`src/design/cbm_pkg.sv`:
```
// cbm_pkg: shared types and codes for the cartridge bank mapper
// item structs, target codes, register indexes and bank helper
// no dependencies
package cbm_pkg;

   // input item
   typedef struct packed {
      logic        operation;
      logic [15:0] address;
      logic [7:0]  write_data;
   } cbm_req_type;

   // result item
   typedef struct packed {
      logic [2:0]  target;
      logic [22:0] physical_address;
      logic [7:0]  ram_data;
   } cbm_rsp_type;

   // status from the remainder unit back to the sequencer
   typedef struct packed {
      logic       busy;
      logic       done;
      logic [6:0] remainder;
   } cbm_div_status_type;

   localparam int unsigned BANK_W  = 7;
   localparam int unsigned COUNT_W = 10;
   localparam int unsigned CSR_DATA_W = 10;
   localparam int unsigned CSR_IDX_W  = 2;

   // target codes
   localparam logic [2:0] TGT_NONE      = 3'd0;
   localparam logic [2:0] TGT_ROM_READ  = 3'd1;
   localparam logic [2:0] TGT_RAM_READ  = 3'd2;
   localparam logic [2:0] TGT_RAM_WRITE = 3'd3;
   localparam logic [2:0] TGT_READ_FF   = 3'd4;
   localparam logic [2:0] TGT_INVALID   = 3'd5;

   // register indexes
   localparam logic [CSR_IDX_W-1:0] CSR_CART_TYPE  = 2'd0;
   localparam logic [CSR_IDX_W-1:0] CSR_BANK_COUNT = 2'd1;
   localparam logic [CSR_IDX_W-1:0] CSR_RAM_SIZE   = 2'd2;

   // cartridge type codes
   localparam logic [1:0] CART_ROM_ONLY = 2'd0;

   // ram size codes
   localparam logic [2:0] RAM_NONE  = 3'd0;
   localparam logic [2:0] RAM_SMALL = 3'd1;
   localparam logic [2:0] RAM_FLAT  = 3'd2;

   // banks 0x00, 0x20, 0x40 and 0x60 step up to the next bank
   function automatic logic [BANK_W-1:0] skip_zero_bank(input logic [BANK_W-1:0] bank);
      logic [BANK_W-1:0] res;
      res = bank;
      if (bank[4:0] == 5'd0) begin
         res[0] = 1'b1;
      end
      return res;
   endfunction

endpackage

```
`src/design/cartridge_bank_mapper.sv`:
```
// cartridge_bank_mapper: banked cartridge address decoder and bank registers
// depends on cbm_pkg and cbm_rem_unit
//
//   channel | direction | handshake              | payload
//   req     | in        | req_valid / req_ready  | req_item (cbm_req_type)
//   rsp     | out       | rsp_valid / rsp_ready  | rsp_item (cbm_rsp_type)
//   csr     | in        | csr_write_enable       | csr_index, csr_write_data
//
// one item at a time: accepted in idle; the result is registered and shown from
// the next cycle, except for a rom bank write that needs reduction, which goes
// through the remainder unit (one bit per cycle) and a collect step first
// while a result waits for rsp_ready no new item is taken
// synchronous active-high reset clears the bank registers and configuration
module cartridge_bank_mapper #(
   parameter int unsigned MAX_ROM_BANKS = 512
) (
   input  logic                           clock,
   input  logic                           reset,
   input  logic                           req_valid,
   output logic                           req_ready,
   input  cbm_pkg::cbm_req_type           req_item,
   output logic                           rsp_valid,
   input  logic                           rsp_ready,
   output cbm_pkg::cbm_rsp_type           rsp_item,
   input  logic                           csr_write_enable,
   input  logic [cbm_pkg::CSR_IDX_W-1:0]  csr_index,
   input  logic [cbm_pkg::CSR_DATA_W-1:0] csr_write_data
);
   import cbm_pkg::*;

   localparam logic [COUNT_W-1:0] MAX_COUNT = COUNT_W'(MAX_ROM_BANKS);

   typedef enum logic [1:0] {
      ST_IDLE,
      ST_DIV,
      ST_OUT
   } state_type;

   state_type           state_ff, state_in;
   cbm_rsp_type         rsp_ff, rsp_in;
   logic [1:0]          cart_type_ff;
   logic [COUNT_W-1:0]  bank_count_ff;
   logic [2:0]          ram_code_ff;
   logic                ram_enabled_ff, ram_enabled_in;
   logic [BANK_W-1:0]   rom_bank_ff, rom_bank_in;
   logic [1:0]          upper_bits_ff, upper_bits_in;
   logic                bank_mode_ff, bank_mode_in;

   logic                accept;
   logic                div_start;
   logic [BANK_W-1:0]   raw_bank;
   logic [COUNT_W-1:0]  count_eff;
   cbm_div_status_type  div_status;
   logic [15:0]         addr;
   logic [15:0]         ram_offset;
   logic                in_ram_window;

   assign accept    = req_valid && req_ready;
   assign req_ready = (state_ff == ST_IDLE);
   assign rsp_valid = (state_ff == ST_OUT);
   assign rsp_item  = rsp_ff;

   assign addr          = req_item.address;
   assign ram_offset    = addr - 16'hA000;
   assign in_ram_window = (addr >= 16'hA000) && (addr <= 16'hBFFF);

   // bank count clamped to the largest supported
   assign count_eff = (bank_count_ff > MAX_COUNT) ? MAX_COUNT : bank_count_ff;

   // new bank before reduction
   always_comb begin
      raw_bank = {2'b00, req_item.write_data[4:0]};
      if (!bank_mode_ff) begin
         raw_bank[6:5] = upper_bits_ff;
      end
   end

   cbm_rem_unit u_rem (
      .clock    (clock),
      .reset    (reset),
      .start    (div_start),
      .dividend (raw_bank),
      .divisor  (count_eff),
      .status   (div_status)
   );

   // decode and sequencing
   always_comb begin
      state_in       = state_ff;
      rsp_in         = rsp_ff;
      ram_enabled_in = ram_enabled_ff;
      rom_bank_in    = rom_bank_ff;
      upper_bits_in  = upper_bits_ff;
      bank_mode_in   = bank_mode_ff;
      div_start      = 1'b0;
      case (state_ff)
         ST_IDLE: begin
            if (accept) begin
               rsp_in   = '0;
               state_in = ST_OUT;
               if (in_ram_window) begin
                  // cartridge ram window
                  if (!ram_enabled_ff || ram_code_ff == RAM_NONE
                      || (ram_code_ff == RAM_SMALL && addr > 16'hA7FF)) begin
                     rsp_in.target = req_item.operation ? TGT_NONE : TGT_READ_FF;
                  end else begin
                     if (ram_code_ff == RAM_SMALL || ram_code_ff == RAM_FLAT) begin
                        rsp_in.physical_address = {10'd0, ram_offset[12:0]};
                     end else begin
                        rsp_in.physical_address = {8'd0, upper_bits_ff, ram_offset[12:0]};
                     end
                     if (req_item.operation) begin
                        rsp_in.target   = TGT_RAM_WRITE;
                        rsp_in.ram_data = req_item.write_data;
                     end else begin
                        rsp_in.target = TGT_RAM_READ;
                     end
                  end
               end else if (!req_item.operation) begin
                  // rom reads
                  if (addr[15]) begin
                     rsp_in.target = TGT_INVALID;
                  end else begin
                     rsp_in.target = TGT_ROM_READ;
                     if (addr[14] && cart_type_ff != CART_ROM_ONLY) begin
                        rsp_in.physical_address = {2'b00, rom_bank_ff, addr[13:0]};
                     end else begin
                        rsp_in.physical_address = {7'd0, addr};
                     end
                  end
               end else if (addr[15]) begin
                  rsp_in.target = TGT_INVALID;
               end else if (cart_type_ff != CART_ROM_ONLY) begin
                  // banking register writes
                  case (addr[14:13])
                     2'b00: ram_enabled_in = |(req_item.write_data & 8'h0A);
                     2'b01: begin
                        if (count_eff != '0
                            && {{(COUNT_W-BANK_W){1'b0}}, raw_bank} > count_eff) begin
                           div_start = 1'b1;
                           state_in  = ST_DIV;
                        end else begin
                           rom_bank_in = skip_zero_bank(raw_bank);
                        end
                     end
                     2'b10: upper_bits_in = req_item.write_data[1:0];
                     2'b11: bank_mode_in  = req_item.write_data[0];
                     default: ;
                  endcase
               end
            end
         end
         ST_DIV: begin
            if (div_status.done) begin
               rom_bank_in = skip_zero_bank(div_status.remainder);
               state_in    = ST_OUT;
            end
         end
         ST_OUT: begin
            if (rsp_ready) begin
               state_in = ST_IDLE;
            end
         end
         default: state_in = ST_IDLE;
      endcase
   end

   // state, bank registers and result register
   always_ff @(posedge clock) begin
      if (reset) begin
         state_ff       <= ST_IDLE;
         ram_enabled_ff <= 1'b0;
         rom_bank_ff    <= '0;
         upper_bits_ff  <= '0;
         bank_mode_ff   <= 1'b0;
      end else begin
         state_ff       <= state_in;
         ram_enabled_ff <= ram_enabled_in;
         rom_bank_ff    <= rom_bank_in;
         upper_bits_ff  <= upper_bits_in;
         bank_mode_ff   <= bank_mode_in;
      end
      rsp_ff <= rsp_in;
   end

   // configuration registers
   always_ff @(posedge clock) begin
      if (reset) begin
         cart_type_ff  <= '0;
         bank_count_ff <= '0;
         ram_code_ff   <= '0;
      end else if (csr_write_enable) begin
         case (csr_index)
            CSR_CART_TYPE:  cart_type_ff  <= csr_write_data[1:0];
            CSR_BANK_COUNT: bank_count_ff <= csr_write_data[COUNT_W-1:0];
            CSR_RAM_SIZE:   ram_code_ff   <= csr_write_data[2:0];
            default: ;
         endcase
      end
   end

endmodule

```
`src/design/cbm_rem_unit.sv`:
```
// cbm_rem_unit: iterative restoring remainder of a 7-bit bank by the bank count
// one quotient bit per cycle through a single subtract and compare
// depends on cbm_pkg
module cbm_rem_unit (
   input  logic                        clock,
   input  logic                        reset,
   input  logic                        start,
   input  logic [cbm_pkg::BANK_W-1:0]  dividend,
   input  logic [cbm_pkg::COUNT_W-1:0] divisor,
   output cbm_pkg::cbm_div_status_type status
);
   import cbm_pkg::*;

   logic                busy_ff, busy_in;
   logic                done_ff, done_in;
   logic [2:0]          step_ff, step_in;
   logic [BANK_W-1:0]   rem_ff, rem_in;
   logic [BANK_W-1:0]   num_ff, num_in;
   logic [COUNT_W-1:0]  div_ff, div_in;
   logic [BANK_W:0]     trial;
   logic [COUNT_W-1:0]  trial_ext;
   logic [BANK_W:0]     diff;

   // shared subtract and compare
   assign trial     = {rem_ff, num_ff[BANK_W-1]};
   assign trial_ext = {{(COUNT_W-BANK_W-1){1'b0}}, trial};
   assign diff      = trial - div_ff[BANK_W:0];

   // step sequencing
   always_comb begin
      busy_in = busy_ff;
      done_in = 1'b0;
      step_in = step_ff;
      rem_in  = rem_ff;
      num_in  = num_ff;
      div_in  = div_ff;
      if (start) begin
         busy_in = 1'b1;
         step_in = 3'(BANK_W - 1);
         rem_in  = '0;
         num_in  = dividend;
         div_in  = divisor;
      end else if (busy_ff) begin
         num_in = {num_ff[BANK_W-2:0], 1'b0};
         if (trial_ext >= div_ff) begin
            rem_in = diff[BANK_W-1:0];
         end else begin
            rem_in = trial[BANK_W-1:0];
         end
         if (step_ff == 3'd0) begin
            busy_in = 1'b0;
            done_in = 1'b1;
         end else begin
            step_in = step_ff - 3'd1;
         end
      end
   end

   always_ff @(posedge clock) begin
      if (reset) begin
         busy_ff <= 1'b0;
         done_ff <= 1'b0;
         step_ff <= '0;
      end else begin
         busy_ff <= busy_in;
         done_ff <= done_in;
         step_ff <= step_in;
      end
      rem_ff <= rem_in;
      num_ff <= num_in;
      div_ff <= div_in;
   end

   assign status.busy      = busy_ff;
   assign status.done      = done_ff;
   assign status.remainder = rem_ff;

endmodule

```
`config.mk`:
```
export PLATFORM = sky130hd
export DESIGN_NAME = cartridge_bank_mapper
export DESIGN_NICKNAME = d
export VERILOG_FILES = /design/src/design/cbm_pkg.sv /design/src/design/cartridge_bank_mapper.sv /design/src/design/cbm_rem_unit.sv
export SDC_FILE = /design/constraint.sdc
export NUM_CORES = 1
export LEC_CHECK = 0
export ABC_AREA = 1
export BUFFER_PORTS_ARGS = -buffer_cell sky130_fd_sc_hd__buf_2
export CELL_PAD_IN_SITES_DETAIL_PLACEMENT = 1
export CELL_PAD_IN_SITES_GLOBAL_PLACEMENT = 1
export CORE_ASPECT_RATIO = 0.9
export CORE_MARGIN = 4
export CORE_UTILIZATION = 25
export DETAILED_ROUTE_END_ITERATION = 16
export PLACE_DENSITY_LB_ADDON = 0.1
export SYNTH_ARGS = -nofsm -noshare
export SYNTH_HDL_FRONTEND = slang
export SYNTH_SLANG_ARGS = --single-unit
```
`constraint.sdc`:
```
create_clock -name clock -period 7.3 [get_ports clock]
set_clock_uncertainty 0.15 [all_clocks]
set_input_delay 0.365 -clock clock [delete_from_list [all_inputs] [get_ports clock]]
set_output_delay 0.365 -clock clock [all_outputs]
set_load 0.1 [all_outputs]
```
==> impl_metrics.json <==
{
  "yosys.area.top_type": "edfxtp_1",
  "start_util": 0.257,
  "crit_path_cell_trace": "nor2_1 > nand3_1 > nor2_1 > nand3_1 > and2_1 > nor2_1 > inv_1 > ha_1 > nand2_1 > nor2_1 > nand2_1 > nand3_1 > nand2_1 > nand2_1 > nand2_1 > inv_2 > nand3_2 > inv_1",
  "clkSinkCount": 89,
  "yosys_warnings": 0,
  "grt_max_degree": 33,
  "drt_iter0_markers": 146,
  "synthFlopType": "edfxtp_1",
  "core_um2": 17100,
  "nets": 652,
  "grt_pass1_vias": 3708,
  "syn_area_per_cell_um2": 8.42,
  "holdCritPathClass": "in2reg",
  "path_class": "reg2reg",
  "die-area_um2": 19700,
  "hold_viol": 0,
  "grt_use_met1": 0.166,
  "post_cts_buffers": 0,
  "fin_crit_sh": 0.495,
  "slew_viol_final": 0,
  "syn_to_final_growth_pct": 20.7,
  "seqCellArea_um2": 2270,
  "drc": 0,
  "viasPerCell": 4.25,
  "max_freq_ghz": 0.277,
  "setup_viol": 0,
  "routed_wl_mm": 11.6,
  "gr-usage-met3": 0.0398,
  "holdWs_ns": 0.122,
  "die_h_um": 134,
  "synth-edff-count": 49,
  "cp.arrival_ns": 3.46,
  "grt_setup_unrepaired": "no",
  "place_ws_ns": 3.67,
  "wire_per_inst_um": 14.0,
  "worst_slack_ns": 3.68,
  "dr_total_vias": 3533,
  "cp_common_cell": "nand2_1",
  "cts-root-buf": "clkbuf_16",
  "p_leak_uw": 0.00238,
  "row_count": 45,
  "synth_top_area_frac": 0.336,
  "end_kind": "flop",
  "fill_cells": 2033,
  "cts-resized-gates": 0,
  "tns_ns": 0,
  "multiInputGateArea_um2": 1650,
  "cap_violations": 0,
  "drive_above_1_share": 0.176,
  "ys_seq_area_frac": 0.519,
  "antenna_found_initial": 0,
  "cp_slowest_stage_delay_ns": 0.58,
  "grt_util_met2": 0.195,
  "grt_pass1_wl_mm": 19.2,
  "clock_path_buffers": 2,
  "clkLatencyLatePin_ns": 0.35,
  "synthTopCellsByCount": "95 x inv_1, 74 x nor2_1, 71 x nand2_1",
  "numCtsBuffers": 9,
  "track_usage": 0.124,
  "overflow": 0,
  "post-route-min-period_ns": 3.62,
  "cp-start-kind": "flop",
  "top_level_ports": 78,
  "synthTopCellsByArea": "edfxtp_1 34%, dfxtp_1 18%, inv_1 8.1%",
  "place_congestion": 0.723,
  "syn_inst": 520,
  "cts_tree": "built",
  "ys_types": 38,
  "busiest_layer": "met2",
  "htreeDepth": 3,
  "total_power_uw": 1240,
  "tightest_slew_ns": 0.848,
  "power-per-cell-area_nw_per_um2": 235,
  "yosysMostFrequentCell": "inv_1",
  "peakVddDrop_mv": 0.113,
  "ant_nets": 0,
  "ys_seq_elements": 89,
  "required_ns": 7.15,
  "clkTransAtPathRegs_ns": 0.06,
  "status": "finished clean",
  "syn_area_um2": 4380,
  "crit_slowest_cell": "inv_1",
  "die_w_um": 148,
  "dr.pass1.iters": 4,
  "dp_hpwl_mm": 9.05,
  "diodes": 0,
  "io_buffers": 75,
  "cts_hold_buf": 0,
  "maxSlewHeadroom": 0.434,
  "crit_fanout": 32,
  "synthArstFlopShare": 0
}
==> path summary, 6_finish.rpt <==
check | slack [ns] | start | depth (start not counted) | endpoint
worst max register to register | 3.68 | bank_count_ff[1] | 18 | u_rem.div_ff[9]
worst max-delay path | 3.68 | bank_count_ff[1] | 18 | u_rem.div_ff[9]
worst min-delay path | 0.12 | csr_write_data[9] | 3 | bank_count_ff[9]
worst min register to register | 0.32 | ram_code_ff[2] | 2 | ram_code_ff[2]
==> cells in the final DEF, fill, tap and decap left out, types with 2 or more instances in the layout <==
master,n
conb_1,2
bufinv_16,2
or2_2,3
buf_2,75
nand3_1,39
clkbuf_16,9
o21ai_1,10
clkinvlp_4,3
nand4_1,3
xor2_1,3
o21ai_0,34
a21oi_1,35
nor2_1,74
nand2_1,71
inv_2,3
inv_1,95
dfxtp_1,40
o211ai_1,3
ha_1,17
edfxtp_1,49
nor3_1,7
==> where the power goes <==
part | internal, µW | switching, µW | total, µW
sequential | 547 | 6.92 | 554
clock | 299 | 206 | 505
combinational | 36.8 | 149 | 186
==> stage by stage <==
stage / util / instance area, µm² / std cells
after global routing: 0.310 / 5290 / 832
after detailed placement: 0.291 / 4970 / 816
final: 0.310 / 5290 / 832
after CTS: 0.310 / 5290 / 832
after floorplan: - / 4380 / 521
after global placement: 0.291 / 4970 / 816
==> per-layer routing <==
metal / vias to the layer above / part of all wire / wire length [µm]
met5: - / 0 / 0
met4: 0 / 0.010 / 122
met2: 60 / 0.45 / 5230
li1: 1822 / - / -
met1: 1639 / 0.49 / 5740
met3: 12 / 0.046 / 538
==> registers in the layout, summed over array words and instances, names as in the netlist <==
| signal | flops |
|---|---|
| bank_count_ff | 10 |
| bank_mode_ff | 1 |
| cart_type_ff | 2 |
| ram_code_ff | 3 |
| ram_enabled_ff | 1 |
| rom_bank_ff | 7 |
| rsp_item | 32 |
| state_ff | 2 |
| u_rem.busy_ff | 1 |
| u_rem.div_ff | 10 |
| u_rem.done_ff | 1 |
| u_rem.num_ff | 7 |
| u_rem.rem_ff | 7 |
| u_rem.step_ff | 3 |
| upper_bits_ff | 2 |
==> layout make-up <==
class / instances / area share
clock buffer: 9 / 0.0426
tap: 235 / 0.0556
clock inverter: 7 / 0.0180
timing repair buffer: 76 / 0.0724
multi-input combinational: 318 / 0.312
inverter: 98 / 0.0696
sequential: 89 / 0.430
==> critical path: cells and delay by family (launching register included) <==
kind	cells	cell delay (ns)
buffers and inverters	3	0.71
and+or+nand+nor	14	1.75
adders and majority gates	1	0.30
DFF	1	0.32
==> cells by family after synthesis <==
family / synth area share
AO/OA/AOI/OAI: 0.109
adder cells (fa/ha/maj): 0.0531
flip-flops: 0.519
XOR/XNOR: 0.00800
AND/OR/NAND/NOR: 0.205
other: 0.000856
buffers and inverters: 0.105
Power figures use the tool's default switching activity.
